## src/aba_pkg.sv

```systemverilog
// ============================================================================
// aba_pkg: shared types and constants of the arena bump allocator
// Holds the request, scan-token and commit records that pass between the
// top level and the slot cells, plus the request kinds and status codes.
// ============================================================================
`default_nettype none

package aba_pkg;

    // Fixed widths of the request and result fields.
    localparam int ADDR_W  = 19;
    localparam int SIZE_W  = 17;
    localparam int ALIGN_W = 4;
    localparam int REFS_W  = 16;
    localparam int PAD_W   = 15;

    // Slot indexes are carried at the width of the largest supported slot count.
    localparam int SLOT_IDX_W = 6;

    localparam logic [SIZE_W-1:0] DEFAULT_CAP_RESET = 17'd4096;
    localparam logic [REFS_W-1:0] REFS_MAX          = 16'hFFFF;

    localparam logic KIND_ALLOC = 1'b0;
    localparam logic KIND_FREE  = 1'b1;

    typedef logic [SLOT_IDX_W-1:0] t_slot_idx;

    typedef enum logic [1:0] {
        ST_DONE      = 2'd0,
        ST_NO_SLOT   = 2'd1,
        ST_TOO_LARGE = 2'd2,
        ST_NOT_FOUND = 2'd3
    } t_status;

    typedef enum logic [1:0] {
        S_IDLE,
        S_SCAN,
        S_DONE
    } t_state;

    // Request as held by the top level for the whole scan.
    typedef struct packed {
        logic              kind;
        logic [SIZE_W-1:0] num_bytes;
        logic [ALIGN_W-1:0] align_log2;
        logic              hint_valid;
        logic [ADDR_W-1:0] address;
        logic [SIZE_W-1:0] cap_new;
    } t_req;

    // Token that walks down the row of cells, one cell per cycle.
    typedef struct packed {
        logic              valid;
        logic              hit_found;
        t_slot_idx         hit_idx;
        logic              hit_fit;
        logic [ADDR_W-1:0] hit_addr;
        logic              ff_found;
        t_slot_idx         ff_idx;
        logic [ADDR_W-1:0] ff_addr;
        logic              new_found;
        t_slot_idx         new_idx;
        logic [ADDR_W-1:0] new_addr;
        logic              new_pad_bad;
    } t_scan;

    // Update broadcast to all cells once the scan has decided.
    typedef struct packed {
        logic      valid;
        t_slot_idx idx;
        logic      open_new;
    } t_commit;

endpackage

`default_nettype wire

```

## src/aba_cell.sv

```systemverilog
// ============================================================================
// aba_cell: one arena slot of the allocator
// Keeps the slot's fill top, capacity and reference count, adds its findings
// to the passing scan token, and applies the committed update for its slot.
// ============================================================================
`default_nettype none

module aba_cell #(
    parameter int IDX         = 0,
    parameter int REGION_LOG2 = 16
) (
    input  wire logic           i_clk,
    input  wire logic           i_rst_n,
    input  wire aba_pkg::t_req    i_req,
    input  wire aba_pkg::t_scan   i_scan,
    output aba_pkg::t_scan        o_scan,
    input  wire aba_pkg::t_commit i_commit
);
    import aba_pkg::*;

    localparam logic [63:0] BASE_FULL = 64'(IDX) << REGION_LOG2;
    localparam logic [ADDR_W-1:0] BASE_ADDR = BASE_FULL[ADDR_W-1:0];
    localparam logic [PAD_W-1:0]  BASE_LOW  = BASE_FULL[PAD_W-1:0];
    localparam logic [ADDR_W-1:0] OFS_MASK  =
        ADDR_W'((64'(1) << REGION_LOG2) - 64'd1);

    logic              r_open;
    logic [SIZE_W-1:0] r_top;
    logic [SIZE_W-1:0] r_cap;
    logic [REFS_W-1:0] r_refs;
    t_scan             r_scan;
    t_scan             n_scan;

    logic [PAD_W-1:0]  align_mask;
    logic [PAD_W-1:0]  abs_low;
    logic [PAD_W-1:0]  pad;
    logic [ADDR_W-1:0] addr_hi;
    logic [ADDR_W-1:0] addr_lo;
    logic              fits;
    logic              holds;
    logic [ADDR_W-1:0] cand_addr;
    logic              sel;
    logic [REFS_W-1:0] refs_dec;

    // Padding up to the alignment, taken from the low bits of base plus top.
    assign align_mask = PAD_W'((16'(1) << i_req.align_log2) - 16'd1);
    assign abs_low    = BASE_LOW + r_top[PAD_W-1:0];
    assign pad        = (~abs_low + PAD_W'(1)) & align_mask;

    assign addr_hi = i_req.address >> REGION_LOG2;
    assign addr_lo = i_req.address & OFS_MASK;

    assign fits  = r_open && ((ADDR_W'(r_top) + ADDR_W'(pad) + ADDR_W'(i_req.num_bytes))
                              < ADDR_W'(r_cap));
    assign holds = r_open && (addr_hi == ADDR_W'(IDX)) && (addr_lo < ADDR_W'(r_top));
    assign cand_addr = BASE_ADDR + ADDR_W'(r_top) + ADDR_W'(pad);

    always_comb begin
        n_scan = i_scan;
        if (!i_scan.hit_found && holds) begin
            n_scan.hit_found = 1'b1;
            n_scan.hit_idx   = t_slot_idx'(IDX);
            n_scan.hit_fit   = fits;
            n_scan.hit_addr  = cand_addr;
        end
        if (!i_scan.ff_found && fits) begin
            n_scan.ff_found = 1'b1;
            n_scan.ff_idx   = t_slot_idx'(IDX);
            n_scan.ff_addr  = cand_addr;
        end
        // A slot that is not open yet has a top of zero.
        if (!i_scan.new_found && !r_open) begin
            n_scan.new_found   = 1'b1;
            n_scan.new_idx     = t_slot_idx'(IDX);
            n_scan.new_addr    = cand_addr;
            n_scan.new_pad_bad = (18'(pad) + 18'(i_req.num_bytes)) > 18'(i_req.cap_new);
        end
    end

    always_ff @(posedge i_clk) begin
        if (!i_rst_n) begin
            r_scan.valid <= 1'b0;
        end else begin
            r_scan.valid <= i_scan.valid;
        end
        r_scan.hit_found   <= n_scan.hit_found;
        r_scan.hit_idx     <= n_scan.hit_idx;
        r_scan.hit_fit     <= n_scan.hit_fit;
        r_scan.hit_addr    <= n_scan.hit_addr;
        r_scan.ff_found    <= n_scan.ff_found;
        r_scan.ff_idx      <= n_scan.ff_idx;
        r_scan.ff_addr     <= n_scan.ff_addr;
        r_scan.new_found   <= n_scan.new_found;
        r_scan.new_idx     <= n_scan.new_idx;
        r_scan.new_addr    <= n_scan.new_addr;
        r_scan.new_pad_bad <= n_scan.new_pad_bad;
    end

    assign o_scan = r_scan;

    assign sel      = i_commit.valid && (i_commit.idx == t_slot_idx'(IDX));
    assign refs_dec = (r_refs == '0) ? '0 : r_refs - REFS_W'(1);

    always_ff @(posedge i_clk) begin
        if (!i_rst_n) begin
            r_open <= 1'b0;
            r_top  <= '0;
            r_cap  <= '0;
            r_refs <= '0;
        end else if (sel) begin
            if (i_req.kind == KIND_ALLOC) begin
                if (i_commit.open_new) begin
                    r_open <= 1'b1;
                    r_cap  <= i_req.cap_new;
                end
                r_top <= r_top + SIZE_W'(pad) + i_req.num_bytes;
                if (r_refs != REFS_MAX) begin
                    r_refs <= r_refs + REFS_W'(1);
                end
            end else begin
                r_refs <= refs_dec;
                if (refs_dec == '0) begin
                    r_top <= '0;
                end else if ((20'(addr_lo) + 20'(i_req.num_bytes)) == 20'(r_top)) begin
                    r_top <= r_top - i_req.num_bytes;
                end
            end
        end
    end

endmodule

`default_nettype wire

```

## src/arena_bump_allocator.sv

```systemverilog
// ============================================================================
// arena_bump_allocator: reference-counted bump allocator over arena slots
// A request enters on the input channel and leaves one result on the output
// channel. Requests either allocate (kind 0) or free (kind 1) a block.
// Usage: drive i_in_valid with the request fields; the request is taken at an
// edge where o_in_stall is low. One request is worked on at a time: it is
// registered, then a launch flag sends the scan token through the slot
// cells, one cell per cycle, and the decision is loaded into the output
// register; a new request can be taken in the cycle after that load.
// The result waits in an output register while i_out_stall is high; the next
// request is accepted meanwhile, and its commit waits until the register frees.
// Reset (synchronous, active low) closes all slots, clears all counts and
// sets the default capacity register to 4096. i_cfg_we writes it; the user
// must do so only while idle, as the block itself does not enforce this.
// ============================================================================
`default_nettype none

module arena_bump_allocator #(
    parameter int NUM_SLOTS    = 8,
    parameter int REGION_BYTES = 65536
) (
    input  wire logic        i_clk,
    input  wire logic        i_rst_n,
    // Configuration register: default capacity of a newly opened slot.
    input  wire logic        i_cfg_we,
    input  wire logic [16:0] i_cfg_data,
    // Request channel.
    input  wire logic        i_in_valid,
    output logic             o_in_stall,
    input  wire logic        i_kind,
    input  wire logic [16:0] i_num_bytes,
    input  wire logic [3:0]  i_align_log2,
    input  wire logic        i_hint_valid,
    input  wire logic [18:0] i_address,
    // Result channel.
    output logic             o_out_valid,
    input  wire logic        i_out_stall,
    output logic [18:0]      o_result_address,
    output logic [1:0]       o_status
);
    import aba_pkg::*;

    // Regions are a power of two in size, so a slot's base is its index
    // shifted left by this amount.
    localparam int REGION_LOG2 = $clog2(REGION_BYTES);

    t_state              r_state;
    t_state              n_state;
    logic [SIZE_W-1:0]   r_def_cap;
    t_req                r_req;
    logic                r_launch;
    t_scan               r_end;
    logic                r_out_valid;
    logic [ADDR_W-1:0]   r_out_addr;
    t_status             r_out_status;

    t_scan               chain [NUM_SLOTS+1];
    t_scan               end_tok;
    t_commit             commit;
    logic                accept;
    logic                out_free;
    logic                end_ready;
    logic                finish;
    logic                cap_too_big;
    t_status             dec_status;
    logic [ADDR_W-1:0]   dec_addr;

    assign accept   = i_in_valid && (r_state == S_IDLE);
    assign out_free = !r_out_valid || !i_out_stall;

    always_ff @(posedge i_clk) begin
        if (!i_rst_n) begin
            r_def_cap <= DEFAULT_CAP_RESET;
        end else if (i_cfg_we) begin
            r_def_cap <= i_cfg_data;
        end
    end

    // The capacity a new slot would get is worked out once, on acceptance.
    always_ff @(posedge i_clk) begin
        if (accept) begin
            r_req.kind       <= i_kind;
            r_req.num_bytes  <= i_num_bytes;
            r_req.align_log2 <= i_align_log2;
            r_req.hint_valid <= i_hint_valid;
            r_req.address    <= i_address;
            r_req.cap_new    <= (r_def_cap > i_num_bytes) ? r_def_cap : i_num_bytes;
        end
    end

    always_ff @(posedge i_clk) begin
        if (!i_rst_n) begin
            r_launch <= 1'b0;
        end else begin
            r_launch <= accept;
        end
    end

    // A fresh token enters the first cell with nothing found yet.
    always_comb begin
        chain[0]       = '0;
        chain[0].valid = r_launch;
    end

    for (genvar g = 0; g < NUM_SLOTS; g++) begin : g_cell
        aba_cell #(
            .IDX         (g),
            .REGION_LOG2 (REGION_LOG2)
        ) u_cell (
            .i_clk    (i_clk),
            .i_rst_n  (i_rst_n),
            .i_req    (r_req),
            .i_scan   (chain[g]),
            .o_scan   (chain[g+1]),
            .i_commit (commit)
        );
    end

    // The token leaving the last cell is always kept, so that when the output
    // register is still occupied the decision can be made in a later cycle.
    always_ff @(posedge i_clk) begin
        if (chain[NUM_SLOTS].valid) begin
            r_end <= chain[NUM_SLOTS];
        end
    end

    assign end_tok   = (r_state == S_DONE) ? r_end : chain[NUM_SLOTS];
    assign end_ready = ((r_state == S_SCAN) && chain[NUM_SLOTS].valid) ||
                       (r_state == S_DONE);
    assign finish    = end_ready && out_free;

    assign cap_too_big = 32'(r_req.cap_new) > 32'(REGION_BYTES);

    // Decision: hint slot first, then the first slot that fits, and otherwise
    // a new slot. A free needs the slot that holds the address.
    always_comb begin
        dec_status      = ST_DONE;
        dec_addr        = '0;
        commit.idx      = '0;
        commit.open_new = 1'b0;
        if (r_req.kind == KIND_FREE) begin
            if (end_tok.hit_found) begin
                commit.idx = end_tok.hit_idx;
            end else begin
                dec_status = ST_NOT_FOUND;
            end
        end else if (r_req.hint_valid && end_tok.hit_found && end_tok.hit_fit) begin
            commit.idx = end_tok.hit_idx;
            dec_addr   = end_tok.hit_addr;
        end else if (end_tok.ff_found) begin
            commit.idx = end_tok.ff_idx;
            dec_addr   = end_tok.ff_addr;
        end else if (cap_too_big || (end_tok.new_found && end_tok.new_pad_bad)) begin
            dec_status = ST_TOO_LARGE;
        end else if (!end_tok.new_found) begin
            dec_status = ST_NO_SLOT;
        end else begin
            commit.idx      = end_tok.new_idx;
            commit.open_new = 1'b1;
            dec_addr        = end_tok.new_addr;
        end
        commit.valid = finish && (dec_status == ST_DONE);
    end

    always_ff @(posedge i_clk) begin
        if (!i_rst_n) begin
            r_state <= S_IDLE;
        end else begin
            r_state <= n_state;
        end
    end

    always_comb begin
        n_state = r_state;
        unique case (r_state)
            S_IDLE: begin
                if (accept) begin
                    n_state = S_SCAN;
                end
            end
            S_SCAN: begin
                if (chain[NUM_SLOTS].valid) begin
                    n_state = out_free ? S_IDLE : S_DONE;
                end
            end
            S_DONE: begin
                if (out_free) begin
                    n_state = S_IDLE;
                end
            end
            default: n_state = S_IDLE;
        endcase
    end

    always_ff @(posedge i_clk) begin
        if (!i_rst_n) begin
            r_out_valid <= 1'b0;
        end else if (finish) begin
            r_out_valid <= 1'b1;
        end else if (!i_out_stall) begin
            r_out_valid <= 1'b0;
        end
    end

    always_ff @(posedge i_clk) begin
        if (finish) begin
            r_out_addr   <= dec_addr;
            r_out_status <= dec_status;
        end
    end

    assign o_in_stall       = (r_state != S_IDLE);
    assign o_out_valid      = r_out_valid;
    assign o_result_address = r_out_addr;
    assign o_status         = r_out_status;

endmodule

`default_nettype wire
```

## config.mk

```make
export PLATFORM = sky130hd
export DESIGN_NAME = arena_bump_allocator
export DESIGN_NICKNAME = d
export VERILOG_FILES = /design/src/aba_pkg.sv /design/src/aba_cell.sv /design/src/arena_bump_allocator.sv
export SDC_FILE = /design/constraint.sdc
export NUM_CORES = 2
export LEC_CHECK = 0
export BUFFER_PORTS_ARGS = -buffer_cell sky130_fd_sc_hd__buf_2
export CORE_MARGIN = 1
export CORE_UTILIZATION = 43
export DETAILED_ROUTE_END_ITERATION = 7
export PLACE_DENSITY = 0.62
export SLEW_MARGIN = 25
export SYNTH_ARGS = -nofsm -noshare
export SYNTH_HDL_FRONTEND = slang
export SYNTH_HIERARCHICAL = 1
export SYNTH_SLANG_ARGS = --single-unit
```

## constraint.sdc

```tcl
create_clock -name i_clk -period 8.58 [get_ports i_clk]
set_input_delay 1.716 -clock i_clk [delete_from_list [all_inputs] [get_ports i_clk]]
set_output_delay 1.716 -clock i_clk [all_outputs]
set_load 0.005 [all_outputs]
```

==> flow_summary.ini <==
[outcome]
outcome = finished clean

[synth]
yosysMostFrequentCell = nand2_1
async_reset_ff_share_pct = 0
yosysWarningCount = 6
synth_area_per_cell_um2 = 8.24
syn_area_um2 = 99600
synth_flop_cell = dfxtp_1
yosysUniqueCellTypes = 155
ys_seq_area_share_pct = 26.5
synth_top_area_share_pct = 21.7
synth_edf_count = 160
synth_seq_cells = 1237
yosysTopAreaCell = dfxtp_1
synth_area_leaders = dfxtp_1 22%, ha_1 13%, a21oi_1 4.9%
postSynthCellCount = 12100
synth_common_cells = 1,273 x nand2_1, 1,077 x dfxtp_1, 1,002 x ha_1

[clocking]
cts.sinks = 1237
cts_resized = 0
clk_latency_ps = 860
h-tree-depth = 4
cts_tree = done
cts_hold_buf = 0
post-cts-setup-buffers = 0
path_clk_slew_ps = 60
cts_buffers = 146
cts_buffer_depth = 3
cts-root-buf = clkbuf_16

[route]
ant_nets = 0
routedWlPerCell_um = 26.1
drc = 0
routed-via-count = 93100
drt-vias-per-instance = 6.09
drtIter0Drc = 9306
dr.pass1.iters = 8
drt-total-wl_mm = 399

[place]
dp.cells = 15000
placed_cell_area_um2 = 104000
gp_congestion = 0.979
hpwlAfterDp_mm = 296
place_ws_ps = 954
portBuffers = 86

[finish]
nets = 13300
final_area_um2 = 109000
area.growth.synth_to_final_pct = 9.50
final-seq-area_um2 = 26400
post-route-util_pct = 47.4
drive_gt1_share_pct = 9.96
fill_cells = 22200
finalNonFillerCells = 15300
multi_input_area_um2 = 68200

[critical_path]
critPathRequiredTime_ps = 9290
startpoint_type = register
crit_type = register to register
arrival_ps = 8520
path_max_fanout = 36
cp-end-kind = register
slowest_stage = a2111oi_0
max_stage_delay_ps = 760

[floorplanning]
fp-row-count = 176
dieArea_um2 = 233000
core_um2 = 230000
ios = 87
die_x_um = 483
initial_core_util_pct = 43.3
fp.dieH_um = 483

[hold_path]
min_path_type = register to register

[grt]
grt_max_degree = 99
grt_pass1_wl_mm = 581
grt_util_all_layers_pct = 33.1
overflow = 0
grt_pass1_vias = 87500
antenna_found_initial = 24

[sta]
hold_viol = 0
period_share_pct = 91.0
period_minus_slack_ps = 7810
tns_ps = 0
rsz0062_at_grt = no
max_freq_ghz = 0.128
setup_viol = 0
worst_slack_ps = 769
worst_pin_slew_ps = 1180
slew_violations = 0
whs_ps = 383
slew_headroom_pct = 20.3
worst_clock_skew_ps = 72.0

[power_and_ir_drop]
power.leakage_nw = 46.1
power_mw = 15.3
power_density_nw_per_um2 = 140
peakVddDrop_uv = 175

[job]
cap_violations = 0
==> per-layer routing <==
metal	wire length [um]	share of wire, %	global-route usage [%]
met4	28700	7.2	21.1
met1	158000	40	40.3
met2	180000	45	53.5
met3	32400	8.1	6.13
met5	85	0.021	0
==> critical path, delay by kind of cell (launching register included) <==
family / cells / cell delay (ps)
AOI/OAI and AO/OA: 7 / 2540
DFF: 1 / 470
xor gates and xnor gates: 1 / 220
buffers and inverters: 3 / 930
adders and majority gates: 4 / 1320
and+or+nand+nor: 9 / 1880
muxes: 1 / 320
==> cells in the final DEF, fill, tap and decap left out, types with 205 or more instances in the layout <==
master and count:
nand3_1 280, xor2_1 212, nor3_1 277, nand2_1 1273, mux2_2 294, ha_1 1002
a21o_1 264, a21oi_1 964, inv_1 863, a211oi_1 211, xnor2_1 540, dfxtp_1 1076
buf_4 205, o21ai_0 567, nor2_1 864
==> registers in the layout, summed over array words and instances (netlist names) <==
name and count:
g_cell.u_cell/o_scan 648, g_cell.u_cell/r_cap 136, g_cell.u_cell/r_open 8, g_cell.u_cell/r_refs 128, g_cell.u_cell/r_top 136, o_out_valid 1
o_result_address 19, o_status 2, r_def_cap 17, r_end 80, r_launch 1, r_req 59
r_state 2
==> kinds of logic after synthesis <==
| logic type | Yosys count | share of synthesized area (%) |
|---|---|---|
| xor gates and xnor gates | 754 | 6.64 |
| buffers and inverters | 1373 | 5.50 |
| other | 1 | 0.00377 |
| AOI/OAI and AO/OA | 3152 | 21.2 |
| adders and majority gates | 1155 | 15.7 |
| and+or+nand+nor | 3998 | 20.0 |
| muxes | 407 | 4.53 |
| DFF | 1237 | 26.5 |
==> power breakdown <==
| part | internal (mW) | switching, mW | total (mW) |
|---|---|---|---|
| Clock | 3.68 | 2.86 | 6.54 |
| Combinational | 0.889 | 1.67 | 2.56 |
| Sequential | 6.06 | 0.116 | 6.18 |
| Total | 10.6 | 4.65 | 15.3 |
==> final timing paths <==
kind	startpoint	endpoint	slack [ps]	depth (start not counted)
worst max-delay path	r_req[37]$_DFFE_PP_	g_cell[7].u_cell/o_scan[31]$_DFF_P_	770	25
worst min register to register	g_cell[1].u_cell/o_scan[21]$_SDFF_PP0_	g_cell[2].u_cell/o_scan[21]$_SDFF_PP1_	380	1
worst max register to register	r_req[37]$_DFFE_PP_	g_cell[7].u_cell/o_scan[31]$_DFF_P_	770	25
worst min-delay path	g_cell[1].u_cell/o_scan[21]$_SDFF_PP0_	g_cell[2].u_cell/o_scan[21]$_SDFF_PP1_	380	1
==> area by class of cell <==
| cell class | instances | share of cell area (%) |
|---|---|---|
| Multi-Input combinational cell | 9550 | 62.6 |
| Timing Repair Buffer | 305 | 2.07 |
| Inverter | 875 | 3.01 |
| Tap cell | 3026 | 3.47 |
| Clock inverter | 70 | 0.930 |
| Clock buffer | 193 | 3.69 |
| Antenna cell | 27 | 0.0620 |
| Sequential cell | 1237 | 24.2 |
Note: power is estimated with default switching activity, not from simulation.
